### config.mk
export PLATFORM = sky130hd
export DESIGN_NAME = soh_mask_message_deframer_unit
export DESIGN_NICKNAME = d
export VERILOG_FILES = /design/src/hw/rtl/smd_pkg.sv /design/src/hw/rtl/soh_mask_message_deframer_unit.sv
export SDC_FILE = /design/constraint.sdc
export NUM_CORES = 1
export LEC_CHECK = 0
export BUFFER_PORTS_ARGS = -buffer_cell sky130_fd_sc_hd__buf_2
export CORE_ASPECT_RATIO = 0.6
export CORE_MARGIN = 3
export CORE_UTILIZATION = 30
export DETAILED_ROUTE_END_ITERATION = 12
export PLACE_DENSITY = 0.6
export SETUP_SLACK_MARGIN = 0.3
export SLEW_MARGIN = 20
export SYNTH_ARGS = -nofsm -noshare
export SYNTH_HDL_FRONTEND = slang
export SYNTH_SLANG_ARGS = --single-unit
### constraint.sdc
create_clock -name i_clk -period 2.57 [get_ports i_clk]
set_input_delay 0 -clock i_clk [delete_from_list [all_inputs] [get_ports i_clk]]
set_output_delay 0 -clock i_clk [all_outputs]
set_load 0.005 [all_outputs]
### src/hw/rtl/smd_pkg.sv
// ----------------------------------------------------------------------------
// smd_pkg
// Types and constants shared by the start-byte/mask message deframer.
// ----------------------------------------------------------------------------
package smd_pkg;

    localparam int unsigned BYTE_W  = 8;
    localparam int unsigned VALUE_W = 16;
    localparam int unsigned KIND_W  = 2;

    localparam logic [BYTE_W-1:0] SOH_BYTE  = 8'h01;
    localparam logic [BYTE_W-1:0] MASK_BITS = 8'h7F;

    localparam logic [BYTE_W-1:0] MASK_BYTE8  = 8'd64;
    localparam logic [BYTE_W-1:0] MASK_WORD32 = 8'd32;
    localparam logic [BYTE_W-1:0] MASK_WORD16 = 8'd16;

    typedef enum logic [2:0] {
        PH_HUNT0 = 3'd0,
        PH_HUNT1 = 3'd1,
        PH_MASK  = 3'd2,
        PH_DATA8 = 3'd3,
        PH_HIGH  = 3'd4,
        PH_LOW   = 3'd5
    } t_phase;

    typedef enum logic [KIND_W-1:0] {
        KIND_BYTE   = 2'd0,
        KIND_WORD32 = 2'd1,
        KIND_WORD16 = 2'd2
    } t_kind;

endpackage

### src/hw/rtl/soh_mask_message_deframer_unit.sv
// ----------------------------------------------------------------------------
// soh_mask_message_deframer_unit
// Hunts for a pair of start bytes, decodes the mask byte and emits one
// message word per complete frame.
// ----------------------------------------------------------------------------
// Usage:
//   Received bytes enter on the slave stream (i_s_tdata, one byte per word).
//   Each complete message leaves on the master stream: o_m_tdata carries the
//   16-bit value (one-byte messages in the low byte, high byte zero) and
//   o_m_tuser carries the kind (0 = one-byte, 1 = mask 32, 2 = mask 16).
//   A byte is captured in an input register and decoded by the parser state
//   machine once the output register is free or being read. A finished
//   message is loaded into the output register as its last byte is
//   consumed, and o_m_tvalid is driven from that register.
//   Throughput is one byte per cycle unless a message is stalled. Both
//   registers are held only while a message waits in the output register and
//   the receiver holds i_m_tready low; o_s_tready then falls once the input
//   register is full. Reset returns the parser to hunting with no start
//   byte seen and empties both registers.
// ----------------------------------------------------------------------------
module soh_mask_message_deframer_unit (
    input  logic                          i_clk,
    input  logic                          i_rst_n,
    input  logic                          i_s_tvalid,
    output logic                          o_s_tready,
    input  logic [smd_pkg::BYTE_W-1:0]    i_s_tdata,   // [7:0] rx_byte
    output logic                          o_m_tvalid,
    input  logic                          i_m_tready,
    output logic [smd_pkg::VALUE_W-1:0]   o_m_tdata,   // [15:0] msg_value
    output logic [smd_pkg::KIND_W-1:0]    o_m_tuser    // [1:0] msg_kind
);

    logic                          r_in_vld;
    logic [smd_pkg::BYTE_W-1:0]    r_in_byte;
    smd_pkg::t_phase               r_phase, n_phase;
    smd_pkg::t_kind                r_pend_kind, n_pend_kind;
    logic [smd_pkg::BYTE_W-1:0]    r_high, n_high;
    logic                          r_out_vld;
    logic [smd_pkg::VALUE_W-1:0]   r_out_value;
    smd_pkg::t_kind                r_out_kind;

    logic                          consume;
    logic                          emit;
    smd_pkg::t_kind                emit_kind;
    logic [smd_pkg::VALUE_W-1:0]   emit_value;
    logic [smd_pkg::BYTE_W-1:0]    mask;
    logic                          is_soh;

    assign consume    = r_in_vld && (!r_out_vld || i_m_tready);
    assign o_s_tready = !r_in_vld || consume;
    assign mask       = r_in_byte & smd_pkg::MASK_BITS;
    assign is_soh     = (r_in_byte == smd_pkg::SOH_BYTE);

    always_comb begin
        n_phase     = r_phase;
        n_pend_kind = r_pend_kind;
        n_high      = r_high;
        emit        = 1'b0;
        emit_kind   = smd_pkg::KIND_BYTE;
        emit_value  = {{(smd_pkg::VALUE_W-smd_pkg::BYTE_W){1'b0}}, r_in_byte};
        case (r_phase)
            smd_pkg::PH_HUNT1: begin
                n_phase = is_soh ? smd_pkg::PH_MASK : smd_pkg::PH_HUNT0;
            end
            smd_pkg::PH_MASK: begin
                if (mask == smd_pkg::MASK_BYTE8) begin
                    n_phase = smd_pkg::PH_DATA8;
                end else if (mask == smd_pkg::MASK_WORD32) begin
                    n_pend_kind = smd_pkg::KIND_WORD32;
                    n_phase     = smd_pkg::PH_HIGH;
                end else if (mask == smd_pkg::MASK_WORD16) begin
                    n_pend_kind = smd_pkg::KIND_WORD16;
                    n_phase     = smd_pkg::PH_HIGH;
                end else begin
                    // A raw start byte in the mask slot pairs with the one before it.
                    n_phase = is_soh ? smd_pkg::PH_MASK : smd_pkg::PH_HUNT0;
                end
            end
            smd_pkg::PH_DATA8: begin
                n_phase = smd_pkg::PH_HUNT0;
                emit    = 1'b1;
            end
            smd_pkg::PH_HIGH: begin
                n_high  = r_in_byte;
                n_phase = smd_pkg::PH_LOW;
            end
            smd_pkg::PH_LOW: begin
                n_phase    = smd_pkg::PH_HUNT0;
                emit       = 1'b1;
                emit_kind  = r_pend_kind;
                emit_value = {r_high, r_in_byte};
            end
            default: begin
                n_phase = is_soh ? smd_pkg::PH_HUNT1 : smd_pkg::PH_HUNT0;
            end
        endcase
    end

    always_ff @(posedge i_clk) begin
        if (!i_rst_n) begin
            r_in_vld    <= 1'b0;
            r_phase     <= smd_pkg::PH_HUNT0;
            r_pend_kind <= smd_pkg::KIND_BYTE;
            r_high      <= '0;
            r_out_vld   <= 1'b0;
        end else begin
            if (o_s_tready) begin
                r_in_vld <= i_s_tvalid;
            end
            if (consume) begin
                r_phase     <= n_phase;
                r_pend_kind <= n_pend_kind;
                r_high      <= n_high;
            end
            if (consume && emit) begin
                r_out_vld <= 1'b1;
            end else if (i_m_tready) begin
                r_out_vld <= 1'b0;
            end
        end
    end

    always_ff @(posedge i_clk) begin
        if (o_s_tready && i_s_tvalid) begin
            r_in_byte <= i_s_tdata;
        end
        if (consume && emit) begin
            r_out_value <= emit_value;
            r_out_kind  <= emit_kind;
        end
    end

    assign o_m_tvalid = r_out_vld;
    assign o_m_tdata  = r_out_value;
    assign o_m_tuser  = r_out_kind;

    a_kind_legal: assert property (@(posedge i_clk) disable iff (!i_rst_n)
        o_m_tvalid |-> ((o_m_tuser == smd_pkg::KIND_BYTE)
                        || (o_m_tuser == smd_pkg::KIND_WORD32)
                        || (o_m_tuser == smd_pkg::KIND_WORD16)))
        else $error("deframer emitted an undefined message kind");

    a_byte_msg_high_zero: assert property (@(posedge i_clk) disable iff (!i_rst_n)
        (o_m_tvalid && (o_m_tuser == smd_pkg::KIND_BYTE))
            |-> (o_m_tdata[smd_pkg::VALUE_W-1:smd_pkg::BYTE_W] == '0))
        else $error("one-byte message carries a nonzero high byte");

    a_last_byte_emits: assert property (@(posedge i_clk) disable iff (!i_rst_n)
        (consume && ((r_phase == smd_pkg::PH_DATA8) || (r_phase == smd_pkg::PH_LOW)))
            |=> (o_m_tvalid && (r_phase == smd_pkg::PH_HUNT0)))
        else $error("final frame byte did not produce a message and rehunt");

    a_no_consume_when_full: assert property (@(posedge i_clk) disable iff (!i_rst_n)
        (r_out_vld && !i_m_tready) |-> !consume)
        else $error("parser advanced while a message was stalled");

endmodule

==> out/summary.txt <==
status: finished clean
Total Routed Length: 3.53 mm
Sequential Area: 1080 um2
vias in the first global route: 1157
Yosys reg bits: 41
area of the mapped netlist: 1580 um2
Worst Hold Class: primary input to flip-flop
HP Start: i_m_tready
Synth top area share: 49.4%
biggest area consumer among synthesized cells: edfxtp_1
Post-DP HPWL: 2.41 mm
Final ANT Viol Nets: 0
min Tclk post-route: 1.93 ns
most common library cells after synthesis: edfxtp_1, dfxtp_1, nor2_1
DR vias: 1140
n_diodes: 0
synthesis-to-finish area growth: 26.1%
CP arrival: 2.14 ns
reg-to-reg endpoint: r_phase[0]
Final nets: 180
worst slew pin tran: 0.627 ns
# resized after CTS: 0
routed len/inst: 15.2 um
Final Cycle Share: 75.1%
Std-Cell Core Area: 4830 um2
area of the multi-input gates: 458 um2
initial detailed-routing violation count: 79
post-route cell area: 1990 um2
Clock Tree Root: clkbuf_8
critical path type: flip-flop to flip-flop
Hold EP: o_m_tvalid
gr ovfl total: 0
CP bufs+invs: 0
dpl cells: 214
CP max-delay cell: or4_1
largest net degree at the start of global routing: 21
Lkg Pwr: 0.000804 uW
final-report max-slew violation count: 0
first-pass GRT wire length: 5.68 mm
CTS tree: built
Post-Syn Instances: 123
DIE WIDTH: 99.7 um
CP top delay family: simple AND/OR/NAND/NOR gates
total chip power: 1150 uW
sequential area share after synthesis: 68.5%
CP Launch Type: flip-flop
count of final hold-check violations: 0
CTS Sinks: 41
# fillers: 467
post-synthesis async set-or-reset flop share: 0%
First-pass DRT Iterations: 4
Core Rows: 19
Crit Path Max Fanout: 4
die height: 62.2 um
max incr delay on CP: 0.47 ns
Syn Area/Cell: 12.8 um2
R2R setup slack: 0.64 ns
Final Core Density: 41.2%
Setup crit end kind: flip-flop
CTS buffer count: 5
unrepaired setup endpoints after global routing: no
Clock Latency Late Sink: 0.29 ns
Setup crit start: r_in_byte[1]
Peak VDD IR: 0.234 mV
Hold Path Depth: 3
clock buffer depth: 2
initial antenna violation count: 0
routed vias/inst: 4.91
die area: 6200 um2
Placed Area: 1810 um2
syn nets: 135
H-tree depth: 2
distinct cell type count after synthesis: 31
synthesis warning total: 0
setup tns final: 0 ns
crit path cell chain: or3_4 > or3_1 > or4_1 > a31oi_1
DRC viols: 0
Buffers on Ports: 31
layout cells sized above 1: 25.4%
GRT Resource Usage Total: 11.9%
final setup fails: 0
initial core utilization: 32.7%
cell with the most instances after synthesis: edfxtp_1
num ports: 32
WP data required: 2.78 ns
RR Startpoint: r_in_byte[1]
f_max: 0.518 GHz
post-route clock skew: 0.00213 ns
Primary FF master, synth: edfxtp_1
final non-filler cell total: 232
relative slew slack: 58.1%
Reg clk slew, reported paths: 0.07 ns
power per cell area: 578 nW/um2
R2R depth: 4
placer congestion estimate: 0.771
dominant cells by area after synthesis: edfxtp_1, dfxtp_1, mux2i_1, and3_1, nor2_1
Post-synth EDFFs: 26
Max-cap violations: 0
-- state kept, by name (all words and copies together) (netlist names) --
| register | flops |
|---|---|
| o_m_tdata | 16 |
| r_high | 8 |
| r_in_byte | 8 |
| r_phase | 3 |
| o_m_tuser | 2 |
| r_pend_kind | 2 |
| o_m_tvalid | 1 |
| r_in_vld | 1 |
-- cells in the final DEF, fill, tap and decap left out, drive strengths merged --
cell         count
a21oi            6
a31oi            1
a32oi            1
a41oi            1
and2             1
and3            10
buf             34
clkbuf           8
dfxtp           15
dlygate4sd3     10
edfxtp          26
inv              4
mux2i            8
nand2            6
nand2b           1
nand4            2
nor2            12
nor2b            4
nor3             3
nor3b            1
nor4             2
nor4bb           1
o211a            1
o21ai            2
o41ai            1
or2              1
or3              3
or4              2
xor2             2
-- worst max path at each step --
stage | to | slack (ns) | cells past startpoint
4_1_cts | r_phase[0] | 0.67 | 4
5_1_grt | r_phase[0] | 0.57 | 4
2_1_floorplan | o_m_tdata[0] | 0.58 | 4
3_3_place_gp | r_phase[0] | 0.76 | 4
3_5_place_dp | r_phase[0] | 0.69 | 4
6_report | r_phase[0] | 0.64 | 4
-- final cells by class --
cell class	count	share of cell area, %
clock buffers	8	4.02
inverters	4	0.754
multi-input cells	72	23.0
flip-flops and latches	41	54.3
well taps	63	3.96
repair buffers	44	14.0
-- per-stage QoR --
step | worst slack (ns) | hold slack [ns]
final | 0.641 | 0.0202
after global routing | 0.565 | 0.0502
after CTS | 0.666 | 0.0206
after detailed placement | 0.689 | 0.181
after global placement | 0.760 | 0.176
after floorplan | 0.582 | 0.0989
-- tightest hold or removal path: cells and delay by family --
kind / cells / cell delay [ns]
buf+inv: 1 / 0.08
compound gates: 1 / 0.06
simple gates: 1 / 0.11
-- cell families (layout without fill, tap and decap cells) --
family | Yosys count | in the layout | share of synthesized area, %
AO/OA/AOI/OAI | 13 | 13 | 5.23
XOR/XNOR | 2 | 2 | 1.11
buffers and inverters | 10 | 56 | 2.93
flip-flops | 41 | 41 | 68.5
multiplexers | 8 | 8 | 5.07
AND/OR/NAND/NOR | 49 | 49 | 17.2
-- per-layer routing --
metal | GRT usage [%] | vias to the layer above | part of all wire, %
li1 | - | 538 | -
met1 | 15.7 | 544 | 47
met2 | 17.8 | 51 | 43
met3 | 4.47 | 7 | 8.3
met4 | 4.26 | 0 | 1.6
met5 | 0 | - | 0
-- timing repair --
action / in CTS / in global routing
hold buffers: 10 / 0
hold endpoints to repair: 10 / 0
buffers inserted: 0 / 0
-- power by group --
part	switching (uW)	leakage, uW	internal (uW)
Sequential	11.8	0.000388	705
Clock	202	0.0000395	193
Combinational	17.7	0.000377	21.1
No activity file was read; power rests on OpenSTA's default activity.
